## src/sv/rccf_pkg.sv

```systemverilog
`timescale 1ns / 1ps
// ---------------------------------------------------------------------------
// rccf_pkg
// Types, constants and command/status structs shared by the consensus filter.
// ---------------------------------------------------------------------------
package rccf_pkg;

    localparam int GROUP_COUNT = 12;
    localparam int GW = (GROUP_COUNT > 1) ? $clog2(GROUP_COUNT) : 1;

    localparam logic [2:0] V_PUBLISH   = 3'd0;
    localparam logic [2:0] V_NO_FRAME  = 3'd1;
    localparam logic [2:0] V_DEC_ERROR = 3'd2;
    localparam logic [2:0] V_LOW_CONF  = 3'd3;
    localparam logic [2:0] V_UNSTABLE  = 3'd4;
    localparam logic [2:0] V_DUPLICATE = 3'd5;
    localparam logic [2:0] CLS_ALL     = 3'd6;
    localparam logic [2:0] CLS_OK      = 3'd7;

    localparam logic [1:0] ST_OK      = 2'd0;
    localparam logic [1:0] ST_NOFRAME = 2'd1;
    localparam logic [1:0] ST_DECERR  = 2'd2;
    localparam logic [1:0] ST_UNUSED  = 2'd3;

    localparam logic [2:0] REG_REPEAT = 3'd0;
    localparam logic [2:0] REG_WINDOW = 3'd1;
    localparam logic [2:0] REG_NEAR   = 3'd2;
    localparam logic [2:0] REG_MINCONF = 3'd3;
    localparam logic [2:0] REG_GAP    = 3'd4;

    localparam logic [31:0] U32_MAX = 32'hFFFF_FFFF;

    typedef struct packed {
        logic [1:0]  decode_status;
        logic [23:0] decoded_code;
        logic [15:0] frame_confidence;
        logic [31:0] driver_sequence;
    } in_item_t;

    typedef struct packed {
        logic [2:0]  verdict;
        logic [23:0] event_code;
        logic [15:0] event_confidence;
        logic [31:0] frame_number;
        logic [31:0] verdict_count;
        logic [31:0] driver_drop_total;
    } out_item_t;

    // Commands from the controller to the datapath.
    typedef struct packed {
        logic          load;     // capture input, update sequence and counters
        logic          scan;     // examine group at index
        logic          commit;   // apply group decision and finish verdict
        logic          finish;   // bump verdict counter, fill output
        logic [GW-1:0] idx;
    } dp_cmd_t;

    // Status from the datapath to the controller.
    typedef struct packed {
        logic need_groups;  // item goes through the group table
    } dp_sts_t;

endpackage

```

## src/sv/rccf_datapath.sv

```systemverilog
`timescale 1ns / 1ps
// ---------------------------------------------------------------------------
// rccf_datapath
// Registers, group table and counters; steps driven by the controller.
// ---------------------------------------------------------------------------
module rccf_datapath
    import rccf_pkg::*;
(
    input  logic      clk,
    input  logic      rst_n,
    input  logic      cfg_we,
    input  logic [2:0] cfg_index,
    input  logic [15:0] cfg_data,
    input  in_item_t  item,
    input  dp_cmd_t   cmd,
    output dp_sts_t   sts,
    output out_item_t result
);

    logic [15:0] repeat_reg, window_reg, minconf_reg, gap_reg;
    logic [3:0]  near_reg;

    logic [GROUP_COUNT-1:0] act_reg;
    logic [23:0] anchor_reg [GROUP_COUNT];
    logic [23:0] bcode_reg  [GROUP_COUNT];
    logic [15:0] bconf_reg  [GROUP_COUNT];
    logic [15:0] hits_reg   [GROUP_COUNT];
    logic [31:0] last_reg   [GROUP_COUNT];

    logic [31:0] frame_reg, lpub_frame_reg, prev_seq_reg, missed_reg;
    logic [23:0] lpub_code_reg;
    logic        have_pub_reg, have_seq_reg;
    logic [31:0] cls_reg [8];

    in_item_t    it_reg;
    logic [2:0]  verdict_reg;
    logic        grp_reg;
    // Scan results.
    logic          found_reg, free_reg;
    logic [4:0]    bestd_reg;
    logic [GW-1:0] fidx_reg, freeidx_reg, lruidx_reg;
    logic [31:0]   lru_reg;

    logic [31:0] window_eff;
    logic [3:0]  limit_eff;
    logic [4:0]  hdist;
    logic        expired, live;
    logic [GW-1:0] i;

    assign window_eff = (window_reg == 16'd0) ? 32'd12 : {16'd0, window_reg};
    assign limit_eff  = (near_reg > 4'd12) ? 4'd12 : near_reg;
    assign i = cmd.idx;
    assign expired = act_reg[i] && ((frame_reg - last_reg[i]) > window_eff);
    assign live = act_reg[i] && !expired;
    assign hdist = 5'($countones(it_reg.decoded_code ^ anchor_reg[i]));
    assign sts.need_groups = grp_reg;

    logic [15:0] hits_inc;
    logic        take_best;
    logic [15:0] conf_c;
    logic [23:0] code_c;
    logic [15:0] evconf_c;
    logic [GW-1:0] pick;
    logic [2:0]  v_c;
    logic        dup;

    always_comb
    begin
        hits_inc  = (hits_reg[fidx_reg] < 16'hFFFF) ? hits_reg[fidx_reg] + 16'd1
                                                    : hits_reg[fidx_reg];
        take_best = it_reg.frame_confidence >= bconf_reg[fidx_reg];
        conf_c    = take_best ? it_reg.frame_confidence : bconf_reg[fidx_reg];
        code_c    = take_best ? it_reg.decoded_code : bcode_reg[fidx_reg];
        evconf_c  = (conf_c > it_reg.frame_confidence) ? conf_c : it_reg.frame_confidence;
        pick      = free_reg ? freeidx_reg : lruidx_reg;
        if (grp_reg && found_reg)
        begin
            v_c = ({16'd0, hits_inc} < {16'd0, repeat_reg}) ? V_UNSTABLE : V_PUBLISH;
        end
        else if (grp_reg)
        begin
            v_c = V_UNSTABLE;
        end
        else
        begin
            v_c = V_PUBLISH;
        end
        if (!grp_reg)
        begin
            code_c   = it_reg.decoded_code;
            evconf_c = it_reg.frame_confidence;
        end
        dup = have_pub_reg && (code_c == lpub_code_reg)
              && ((frame_reg - lpub_frame_reg) < {16'd0, gap_reg});
    end

    logic [32:0] gap_sum;
    logic [31:0] gap_w;
    assign gap_w   = item.driver_sequence - prev_seq_reg - 32'd1;
    assign gap_sum = {1'b0, missed_reg} + {1'b0, gap_w};

    always_ff @(posedge clk or negedge rst_n)
    begin
        if (!rst_n)
        begin
            repeat_reg <= 16'd2; window_reg <= 16'd12; near_reg <= 4'd4;
            minconf_reg <= 16'd47186; gap_reg <= 16'd6;
            act_reg <= '0;
            frame_reg <= '0; lpub_frame_reg <= '0; prev_seq_reg <= '0;
            missed_reg <= '0; lpub_code_reg <= '0;
            have_pub_reg <= 1'b0; have_seq_reg <= 1'b0;
            for (int k = 0; k < 8; k++) cls_reg[k] <= '0;
            for (int k = 0; k < GROUP_COUNT; k++) last_reg[k] <= '0;
            grp_reg <= 1'b0;
            verdict_reg <= V_PUBLISH;
        end
        else
        begin
            if (cfg_we)
            begin
                unique case (cfg_index)
                    REG_REPEAT:  repeat_reg  <= cfg_data;
                    REG_WINDOW:  window_reg  <= cfg_data;
                    REG_NEAR:    near_reg    <= cfg_data[3:0];
                    REG_MINCONF: minconf_reg <= cfg_data;
                    REG_GAP:     gap_reg     <= cfg_data;
                    default: ;
                endcase
            end
            if (cmd.load)
            begin
                it_reg <= item;
                if (have_seq_reg && item.driver_sequence > prev_seq_reg)
                    missed_reg <= gap_sum[32] ? U32_MAX : gap_sum[31:0];
                prev_seq_reg <= item.driver_sequence;
                have_seq_reg <= 1'b1;
                if (cls_reg[CLS_ALL] != U32_MAX) cls_reg[CLS_ALL] <= cls_reg[CLS_ALL] + 32'd1;
                frame_reg <= frame_reg + 32'd1;
                grp_reg <= 1'b0;
                if (item.decode_status != ST_OK)
                begin
                    verdict_reg <= (item.decode_status == ST_NOFRAME) ? V_NO_FRAME
                                                                     : V_DEC_ERROR;
                end
                else
                begin
                    if (cls_reg[CLS_OK] != U32_MAX) cls_reg[CLS_OK] <= cls_reg[CLS_OK] + 32'd1;
                    if (item.frame_confidence < minconf_reg)
                        verdict_reg <= V_LOW_CONF;
                    else
                    begin
                        verdict_reg <= V_PUBLISH;
                        grp_reg <= repeat_reg > 16'd1;
                    end
                end
                found_reg <= 1'b0; free_reg <= 1'b0;
                bestd_reg <= '0; fidx_reg <= '0; freeidx_reg <= '0;
                lruidx_reg <= '0; lru_reg <= '0;
            end
            if (cmd.scan)
            begin
                // One group per cycle: expire, then match, free and oldest search.
                if (expired)
                begin
                    act_reg[i] <= 1'b0;
                    last_reg[i] <= '0;
                end
                if (live && (hdist <= {1'b0, limit_eff}) && (!found_reg || hdist < bestd_reg))
                begin
                    found_reg <= 1'b1; bestd_reg <= hdist; fidx_reg <= i;
                end
                if (!live && !free_reg)
                begin
                    free_reg <= 1'b1; freeidx_reg <= i;
                end
                if (i == '0 || last_reg[i] < lru_reg)
                begin
                    lruidx_reg <= i; lru_reg <= last_reg[i];
                end
            end
            if (cmd.commit)
            begin
                if (grp_reg && !found_reg)
                begin
                    act_reg[pick] <= 1'b1;
                    last_reg[pick] <= frame_reg;
                end
                else if (grp_reg)
                    last_reg[fidx_reg] <= frame_reg;
                if (verdict_reg == V_PUBLISH)
                begin
                    if (v_c == V_PUBLISH && dup)
                        verdict_reg <= V_DUPLICATE;
                    else if (v_c == V_PUBLISH)
                    begin
                        lpub_code_reg <= code_c;
                        lpub_frame_reg <= frame_reg;
                        have_pub_reg <= 1'b1;
                        verdict_reg <= V_PUBLISH;
                    end
                    else
                        verdict_reg <= v_c;
                end
            end
            if (cmd.finish && cls_reg[verdict_reg] != U32_MAX)
                cls_reg[verdict_reg] <= cls_reg[verdict_reg] + 32'd1;
        end
    end

    // Group payload fields; validity is carried by act_reg.
    always_ff @(posedge clk)
    begin
        if (cmd.commit && grp_reg && !found_reg)
        begin
            anchor_reg[pick] <= it_reg.decoded_code;
            bcode_reg[pick]  <= it_reg.decoded_code;
            bconf_reg[pick]  <= it_reg.frame_confidence;
            hits_reg[pick]   <= 16'd1;
        end
        else if (cmd.commit && grp_reg)
        begin
            hits_reg[fidx_reg]  <= hits_inc;
            bcode_reg[fidx_reg] <= code_c;
            bconf_reg[fidx_reg] <= conf_c;
        end
        if (cmd.commit)
        begin
            result.event_code <= code_c;
            result.event_confidence <= evconf_c;
        end
        if (cmd.finish)
        begin
            result.verdict <= verdict_reg;
            if (verdict_reg != V_PUBLISH)
            begin
                result.event_code <= '0;
                result.event_confidence <= '0;
            end
            result.frame_number <= frame_reg;
            result.verdict_count <= (cls_reg[verdict_reg] != U32_MAX)
                                    ? cls_reg[verdict_reg] + 32'd1 : U32_MAX;
            result.driver_drop_total <= missed_reg;
        end
    end

endmodule

```

## src/sv/rccf_ctrl.sv

```systemverilog
`timescale 1ns / 1ps
// ---------------------------------------------------------------------------
// rccf_ctrl
// Sequencer: load, group scan if needed, commit, finish, hold the result.
// ---------------------------------------------------------------------------
module rccf_ctrl
    import rccf_pkg::*;
(
    input  logic    clk,
    input  logic    rst_n,
    input  logic    in_valid,
    output logic    in_stall,
    output logic    out_valid,
    input  logic    out_stall,
    input  dp_sts_t sts,
    output dp_cmd_t cmd
);

    typedef enum logic [2:0] {S_IDLE, S_LOAD, S_SCAN, S_COMMIT, S_FINISH, S_OUT} state_t;

    state_t        state_reg;
    logic [GW-1:0] idx_reg;

    // Input is taken in idle, or while the previous result is on offer unstalled.
    assign in_stall  = !(state_reg == S_IDLE || (state_reg == S_OUT && !out_stall));
    assign out_valid = state_reg == S_OUT;

    always_comb
    begin
        cmd        = '0;
        cmd.idx    = idx_reg;
        cmd.load   = in_valid && !in_stall;
        cmd.scan   = state_reg == S_SCAN;
        cmd.commit = state_reg == S_COMMIT;
        cmd.finish = state_reg == S_FINISH;
    end

    always_ff @(posedge clk or negedge rst_n)
    begin
        if (!rst_n)
        begin
            state_reg <= S_IDLE;
            idx_reg   <= '0;
        end
        else
        begin
            unique case (state_reg)
                S_IDLE:   if (in_valid) state_reg <= S_LOAD;
                S_LOAD:
                begin
                    idx_reg <= '0;
                    state_reg <= sts.need_groups ? S_SCAN : S_COMMIT;
                end
                S_SCAN:
                begin
                    if (idx_reg == GW'(GROUP_COUNT - 1)) state_reg <= S_COMMIT;
                    else idx_reg <= idx_reg + GW'(1);
                end
                S_COMMIT: state_reg <= S_FINISH;
                S_FINISH: state_reg <= S_OUT;
                S_OUT:
                begin
                    if (!out_stall) state_reg <= in_valid ? S_LOAD : S_IDLE;
                end
                default:  state_reg <= S_IDLE;
            endcase
        end
    end

endmodule

```

## src/sv/rf_code_consensus_filter.sv

```systemverilog
`timescale 1ns / 1ps
// ---------------------------------------------------------------------------
// rf_code_consensus_filter
// Flags failed, weak and repeated frames; publishes codes agreed by groups.
// ---------------------------------------------------------------------------
// After accept the controller steps through load, an optional group scan,
// commit and finish; one group entry is examined per scan cycle.
// A new request is taken only in idle or as the previous result is handed off.
// Reset clears counters and group valid bits; config registers get defaults.
module rf_code_consensus_filter
    import rccf_pkg::*;
(
    input  logic        clk,
    input  logic        rst_n,
    input  logic        cfg_we,
    input  logic [2:0]  cfg_index,
    input  logic [15:0] cfg_data,
    input  logic        in_valid,
    output logic        in_stall,
    input  in_item_t    in_item,
    output logic        out_valid,
    input  logic        out_stall,
    output out_item_t   out_item
);

    dp_cmd_t cmd;
    dp_sts_t sts;

    rccf_ctrl u_ctrl (
        .clk(clk), .rst_n(rst_n), .in_valid(in_valid), .in_stall(in_stall),
        .out_valid(out_valid), .out_stall(out_stall), .sts(sts), .cmd(cmd)
    );

    rccf_datapath u_dp (
        .clk(clk), .rst_n(rst_n), .cfg_we(cfg_we), .cfg_index(cfg_index),
        .cfg_data(cfg_data), .item(in_item), .cmd(cmd), .sts(sts), .result(out_item)
    );

`ifndef SYNTHESIS
    a_no_accept_while_busy: assert property (@(posedge clk) disable iff (!rst_n)
        cmd.scan |-> in_stall) else $error("input taken during group scan");
    a_commit_then_out: assert property (@(posedge clk) disable iff (!rst_n)
        cmd.commit |=> ##1 out_valid) else $error("result not presented after commit");
    a_hold_result: assert property (@(posedge clk) disable iff (!rst_n)
        out_valid && out_stall |=> out_valid && $stable(out_item))
        else $error("stalled result changed");
`endif

endmodule
```

## config.mk

```make
export PLATFORM = sky130hd
export DESIGN_NAME = rf_code_consensus_filter
export DESIGN_NICKNAME = d
export VERILOG_FILES = /design/src/sv/rccf_pkg.sv /design/src/sv/rccf_datapath.sv /design/src/sv/rccf_ctrl.sv /design/src/sv/rf_code_consensus_filter.sv
export SDC_FILE = /design/constraint.sdc
export NUM_CORES = 2
export LEC_CHECK = 0
export BUFFER_PORTS_ARGS = -buffer_cell sky130_fd_sc_hd__buf_4
export CAP_MARGIN = 20
export CORE_UTILIZATION = 60
export CTS_BUF_LIST = sky130_fd_sc_hd__clkbuf_2
export CTS_CLUSTER_DIAMETER = 80
export CTS_CLUSTER_SIZE = 12
export DETAILED_ROUTE_END_ITERATION = 16
export HOLD_SLACK_MARGIN = 0.1
export PLACE_DENSITY = 0.83
export SYNTH_ARGS = -nofsm -noshare
export SYNTH_HDL_FRONTEND = slang
export SYNTH_SLANG_ARGS = --single-unit
```

## constraint.sdc

```tcl
create_clock -name clk -period 10.9 [get_ports clk]
set_input_delay 0.545 -clock clk [delete_from_list [all_inputs] [get_ports clk]]
set_output_delay 0.545 -clock clk [all_outputs]
set_load 0.1 [all_outputs]
```

Yosys cells after proc, flatten, opt, wreduce, memory -nomap -nowiden

Memory sizes are Yosys's and may differ from the RTL's. A register that Yosys moved wholly into a read port is not among the register bits.
Cells that the tools add are included.
W data, S select, Z words.

Flip-flop bits (word level): 1,115
Memory bits (writable): 960
Input bits: 98
Memories kept: 4

$add $sub $neg: 34
$lt $le $gt $ge: 25
Eq/ne operators: 19
Mux-type cells: 110
Bitwise gates (word level): 11
Reductions and logical operators: 53

Memory list:

| memory          | words | bits a word | read ports | clocked after memory_dff | write ports | line                | source |
|---|---|---|---|---|---|---|---|
| u_dp.anchor_reg | 12    | 24          | 1          | 0                        | 1           | rccf_datapath.sv:24 | `logic [23:0] anchor_reg [GROUP_COUNT];` |
| u_dp.bcode_reg  | 12    | 24          | 1          | 1                        | 1           | rccf_datapath.sv:25 | `logic [23:0] bcode_reg [GROUP_COUNT];` |
| u_dp.bconf_reg  | 12    | 16          | 1          | 1                        | 1           | rccf_datapath.sv:26 | `logic [15:0] bconf_reg [GROUP_COUNT];` |
| u_dp.hits_reg   | 12    | 16          | 1          | 1                        | 1           | rccf_datapath.sv:27 | `logic [15:0] hits_reg [GROUP_COUNT];` |

Operator list:

| operator                | number |
|---|---|
| $mux W384               | 5 |
| $bwmux W384             | 2 |
| $mux W32                | 16 |
| $and A384 B384 Y384     | 1 |
| $demux W32 S4           | 3 |
| $not A384 Y384          | 1 |
| $bwmux W256             | 1 |
| $mux W136               | 1 |
| $add A32 B1 Y32 const B | 4 |
| $bmux W32 S4            | 1 |
| $mux W64                | 2 |
| $mux W16                | 7 |
| $bmux W32 S3            | 1 |
| $demux W32 S3           | 1 |
| $ne A32 B32 Y1 const B  | 3 |
| $sub A32 B32 Y32        | 3 |
| $mux W40                | 2 |
| $mux W24                | 3 |
| $mux W4                 | 18 |
| $gt A32 B32 Y1          | 2 |
| $add A5 B5 Y5           | 11 |
| $mux W12                | 4 |
| $mux W3                 | 12 |
| $add A32 B32 Y33        | 1 |
| other kinds (55)        | 147 |

Longest topological paths before layout

Depth after elaboration: 14
Depth in mapped cells: 33
Depth with buffers taken out: 28

Hierarchy

From an unflattened synthesis, not the netlist that was laid out.

Cells, all modules: 7,810
Area, all modules: 98,757.2 um^2

By module, submodules not included:

| module        | instances | cells an instance | area an instance (um^2) | sequential area each (um^2) |
|---|---|---|---|---|
| rccf_datapath | 1         | 7,760             | 98,290.5                | 57,401.3 |
| rccf_ctrl     | 1         | 50                | 466.7                   | 175.2 |

Least setup slack after synthesis

OpenSTA, ideal clock, no wires.

Path kind: register to register
Start point: reg u_ctrl.idx_reg[0]
End point: reg u_dp.fidx_reg[2] (data pin)
Data arrival time: 7.928 ns
Slack: 2.703 ns
Stages on the path, launching flop included: 34
Period minus slack after synthesis: 8.197 ns
Cells stage by stage: dfrtp_1 -> buf_2 -> clkbuf_1 -> clkbuf_1 -> buf_1 -> mux4_2 -> nand2_1 -> a21oi_1 -> a21oi_1 -> xnor2_1 -> ha_1 -> inv_1 -> fa_1 -> inv_1 -> fa_1 -> inv_1 -> fa_1 -> fa_1 -> fa_1 -> inv_1 -> ha_1 -> inv_1 -> fa_1 -> inv_1 -> ha_1 -> a21oi_1 -> a21oi_1 -> o21a_1 -> o21ai_0 -> and4b_1 -> nand4_1 -> clkbuf_1 -> nand3_1 -> o21ai_0

Word-level cells in the longest chain between the ends: 13

Ends and longest elaborated chain:

| item                                                                     | line                 | source |
|---|---|---|
| start: declaration                                                       | rccf_ctrl.sv:22      | `logic [GW-1:0] idx_reg;` |
| start signal: assignment                                                 | rccf_ctrl.sv:57      | `else idx_reg <= idx_reg + GW'(1);` |
| parallel branches: the longest is 10 deep, another holds $mem_v2 Z12 W24 | -                    |  |
| $logic_and A1 B1 Y1 *                                                    | rccf_datapath.sv:168 | `if (live && (hdist <= {1'b0, limit_eff}) && (!found_reg \|\| hdist < bestd_reg))` |
| $mux W4 *                                                                | rccf_datapath.sv:168 |  |
| $mux W4 *                                                                | rccf_datapath.sv:160 | `if (cmd.scan)` |
| end signal: assignment                                                   | rccf_datapath.sv:157 | `bestd_reg <= '0; fidx_reg <= '0; freeidx_reg <= '0;` |
| end signal: assignment                                                   | rccf_datapath.sv:170 | `found_reg <= 1'b1; bestd_reg <= hdist; fidx_reg <= i;` |
| end: declaration                                                         | rccf_datapath.sv:41  | `logic [GW-1:0] fidx_reg, freeidx_reg, lruidx_reg;` |

Every way passes the cells marked *. The select of a mux whose other input is x is not followed.
A chain may end at the register's enable or synchronous reset.

Final worst setup path

Start point: reg u_ctrl.idx_reg[0]
End point: reg u_dp.bestd_reg[4] (data pin)

Word-level cells in the longest chain between the ends: 13

Ends and longest elaborated chain:

| item                                                                     | line                 | source |
|---|---|---|
| parallel branches: the longest is 11 deep, another holds $mem_v2 Z12 W24 | -                    |  |
| $mux W5 *                                                                | rccf_datapath.sv:168 |  |
| $mux W5 *                                                                | rccf_datapath.sv:160 |  |
| end signal: assignment                                                   | rccf_datapath.sv:157 |  |
| end signal: assignment                                                   | rccf_datapath.sv:170 |  |
| end: declaration                                                         | rccf_datapath.sv:40  | `logic [4:0] bestd_reg;` |

Marks and branches as above.

==> results.md <==
Run status:
- The flow ran to the end, and the final reports show no timing, DRC or antenna violations.

Route:
- The post-detailed-route via-to-cell ratio is 6.71.
- The sum of routed wire length over all layers is 271 mm.
- The post-route antenna net violation count is 0.
- The DRC violations left is 0.
- For this block, the via count after detailed routing is 67.9k.
- The average wire length per cell after detail routing is 26.8 um.
- In this run, the number of DRC markers left after iteration 0 of detailed routing was 9,463.
- The first TritonRoute pass finished after 9 iterations.

Setup path:
- The required time of the critical path is 12.44 ns.
- Along the worst path, the maximum fanout reaches 85.
- STA classifies the critical path endpoint as a flop.
- The kind of critical path is reg2reg.
- The worst path arrival time is 10.64 ns.
- The startpoint type of the worst setup path is a flop.

Worst hold path:
- The min-delay analysis places its worst path in the category in2reg.

Cells and area:
- The layout-stage area growth over the synthesis result is 10.1%.
- The flip-flop count of the largest register, all copies and words added is 384.
- The total of fill cells in the finished design is 10.7k.
- For this run, the post-layout net count is 8,230.
- The share of final-layout standard cells stronger than drive strength 1 is 0.166.

Timing:
- The setup total negative slack is 0 ns.
- Clock skew on the completed layout was measured at 0.208 ns.
- Of the available clock period, the critical path in the final layout requires 0.835.
- On the final layout, the worst hold slack is 0.332 ns.
- The worst pin sits at a relative slew slack of 0.0782.
- The setup violation total in the final timing report is 0.
- The upper clock frequency limit is 110 MHz.
- Setup repair after global routing left no endpoint under its margin.
- The routed design could run at a clock period as short as 9.10 ns.
- The number of hold violations in the final report is 0.
- The number of pins exceeding their max-slew limit in the final report is 0.
- The measured slew at the worst slew-check pin is 1.37 ns.

Clocking:
- The clock transition time at the flip-flop clock pins of the worst setup and hold paths is 0.22 ns.
- In this run, CTS created clock tree buffers numbering 192.
- The H-tree level count is 4.
- The insertion delay to the later sink of the worst-skew pair is 1.93 ns.
- The clock tree root driver cell is sky130_fd_sc_hd__clkbuf_2.
- After clock tree synthesis, the repair step resized 0 gates.
- TritonCTS built the clock tree.
- The tree built by TritonCTS fans out to 2,079 sinks.
- The deepest clock path buffer count is 3.

Floorplan:
- The initial standard-cell utilization of the core is 0.604.
- The placeable core region is 161,000 um2.
- For this design the top-level I/O count stands at 239.
- The height of the die is 404 um.
- The initialized floorplan defines 147 standard-cell rows.
- The width of the chip is 404 um.
- The area enclosed by the die boundary is 163,000 um2.

Synthesis:
- The count of distinct cell types in the synthesized netlist is 97.
- The cell area that synthesis handed to floorplanning was 97,000 um2.
- In this run, synthesis produced a sequential element count of 2,079.
- The mean instance size in the synthesized netlist is 13.3 um2.
- The synthesized net count is 7,705.
- During synthesis, Yosys emitted a total of 0 warnings.
- Synthesis produced 7,300 cells.
- The share of flip-flops with an asynchronous set or reset is 0.426.
- The sequential area share after synthesis is 0.593.
- In this run, synthesis inferred 1,150 flip-flops with an integrated enable.
- Among all flip-flop cells after synthesis, the most frequent one is sky130_fd_sc_hd__edfxtp_1.

Run:
- Max-cap violations in this run came to 0.

Placement:
- The final RePlAce weighted congestion is 0.959.
- The detailed-placement wirelength estimate is 164 mm.
- The number of input and output port buffers inserted is 238.

Pwr:
- The areal power density over the cells is 284 nW/um2.
- The worst-case IR drop observed on VDD is 0.00114 V.
- The leakage component of the power is 43.2 nW.

Global route:
- The global-route wire length before repair is 409 mm.
- Summed over all layers, the global routing overflow is 0.
- The via count of the first global-routing pass is 67.4k.
- The global routing usage summed across all routing layers is 0.331.
- The largest net degree at the start of global routing is 181.
- The number of antenna violations at the first check in global routing is 17.
[final timing paths]
check | startpoint | to | slack, ns | depth (start not counted)
worst max-delay path | u_ctrl.idx_reg[0]$_DFFE_PN0P_ | u_dp.bestd_reg[4]$_DFFE_PP_ | 1.80 | 27
worst min-delay path | cfg_data[14] | u_dp.repeat_reg[14]$_DFFE_PN0P_ | 0.33 | 5
worst max register to register | u_ctrl.idx_reg[0]$_DFFE_PN0P_ | u_dp.bestd_reg[4]$_DFFE_PP_ | 1.80 | 27
worst min register to register | u_dp.missed_reg[18]$_DFFE_PN0P_ | u_dp.result[18]$_DFFE_PN_ | 0.47 | 0
max in group asynchronous | rst_n | u_dp.last_reg[99]$_DFF_PN0_ | 7.39 | 8
min in group asynchronous | rst_n | u_dp.missed_reg[19]$_DFFE_PN0P_ | 0.99 | 6
[power by group]
| group | internal [mW] | switching, mW | total (mW) |
|---|---|---|---|
| Sequential | 9.26 | 0.876 | 10.1 |
| Combinational | 6.84 | 10.1 | 16.9 |
| Clock | 0.812 | 2.54 | 3.35 |
[cell type report]
type	count	area (um2)	area share
multi-input combinational	4435	36600	0.343
timing repair buffer	750	6770	0.0633
tap	2160	2700	0.0253
clock buffer	304	1520	0.0142
antenna	11	27.5	0.000258
clock inverter	21	233	0.00218
sequential	2079	57600	0.539
inverter	367	1380	0.0129
[kinds of logic after synthesis]
kind of cell               count (synthesis)  synth area share
xor gates and xnor gates                 259            0.0234
AOI/OAI and AO/OA                       1668             0.118
DFF                                     2079             0.593
buffers and inverters                    786            0.0335
and+or+nand+nor                         1500            0.0720
muxes                                    700             0.118
adders and majority gates                308            0.0415
[cell usage in the layout, fill, tap and decap left out, types with 172 or more instances in the layout]
master	n
sky130_fd_sc_hd__mux2i_1	239
sky130_fd_sc_hd__clkbuf_2	304
sky130_fd_sc_hd__xnor2_1	172
sky130_fd_sc_hd__nand2_1	688
sky130_fd_sc_hd__a21oi_1	254
sky130_fd_sc_hd__mux4_2	347
sky130_fd_sc_hd__edfxtp_1	1150
sky130_fd_sc_hd__dfrtp_1	866
sky130_fd_sc_hd__buf_4	378
sky130_fd_sc_hd__a22o_1	426
sky130_fd_sc_hd__inv_1	363
sky130_fd_sc_hd__dlygate4sd3_1	329
sky130_fd_sc_hd__o21ai_0	485
sky130_fd_sc_hd__ha_1	284
sky130_fd_sc_hd__nor2_1	233
[metal layers]
layer | vias up | global-route usage | routed length [um]
met4 | 8 | 0.169 | 14900
met3 | 1011 | 0.0720 | 31000
met1 | 33700 | 0.450 | 101000
met2 | 4753 | 0.506 | 124000
li1 | 28500 | - | -
met5 | - | 0 | 45
[synthesized netlist by cell type (239+ instances only)]
cell type | instances | area [um2]
sky130_fd_sc_hd__a21oi_1 | 255 | 1280
sky130_fd_sc_hd__inv_1 | 363 | 1360
sky130_fd_sc_hd__a22o_1 | 426 | 3730
sky130_fd_sc_hd__nor2_1 | 262 | 983
sky130_fd_sc_hd__mux4_2 | 347 | 7820
sky130_fd_sc_hd__nand2_1 | 688 | 2580
sky130_fd_sc_hd__ha_1 | 284 | 3550
sky130_fd_sc_hd__mux2i_1 | 239 | 2390
sky130_fd_sc_hd__clkbuf_1 | 254 | 953
sky130_fd_sc_hd__o21ai_0 | 490 | 2450
sky130_fd_sc_hd__edfxtp_1 | 1150 | 34500
sky130_fd_sc_hd__dfrtp_1 | 872 | 21800
[what timing repair did]
action,CTS,global route
endpoints found under the hold margin,848,0
hold buffers,330,0
setup buffers,0,0
endpoints found under the setup margin,0,0
[through the flow]
stage / area, um2 / cells / worst slack, ns / util / power, mW
floorplan: 97000 / 7300 / 2.70 / - / 22.7
global placement: 101000 / 9423 / 2.08 / 0.631 / 25.4
detailed placement: 101000 / 9430 / 1.89 / 0.632 / 26.5
CTS: 106000 / 10100 / 1.80 / 0.663 / 30.0
global route: 107000 / 10100 / 1.24 / 0.665 / 32.1
finish: 107000 / 10100 / 1.80 / 0.666 / 30.4
[worst max-delay path: stages (launching register included)]
cell                      delay (ns)
sky130_fd_sc_hd__dfrtp_4        0.84
sky130_fd_sc_hd__buf_12         0.51
sky130_fd_sc_hd__mux4_2         0.59
sky130_fd_sc_hd__nand2_1        0.09
sky130_fd_sc_hd__a21oi_1        0.08
sky130_fd_sc_hd__a21oi_1        0.23
sky130_fd_sc_hd__xnor2_1        0.15
sky130_fd_sc_hd__ha_1           0.17
sky130_fd_sc_hd__inv_1          0.06
sky130_fd_sc_hd__fa_1           0.52
sky130_fd_sc_hd__inv_1          0.07
sky130_fd_sc_hd__fa_1           0.51
sky130_fd_sc_hd__inv_1          0.05
sky130_fd_sc_hd__fa_1           0.49
sky130_fd_sc_hd__fa_1           0.56
sky130_fd_sc_hd__fa_1           0.51
sky130_fd_sc_hd__inv_1          0.08
sky130_fd_sc_hd__ha_1           0.16
sky130_fd_sc_hd__inv_1          0.05
sky130_fd_sc_hd__fa_1           0.55
sky130_fd_sc_hd__inv_1          0.09
sky130_fd_sc_hd__ha_1           0.32
sky130_fd_sc_hd__o21a_1         0.11
sky130_fd_sc_hd__o21ai_0        0.19
sky130_fd_sc_hd__maj3_1         0.20
sky130_fd_sc_hd__and4b_1        0.34
sky130_fd_sc_hd__nand4_1        0.68
sky130_fd_sc_hd__and3_1         0.49
Power figures use the tool's default switching activity.
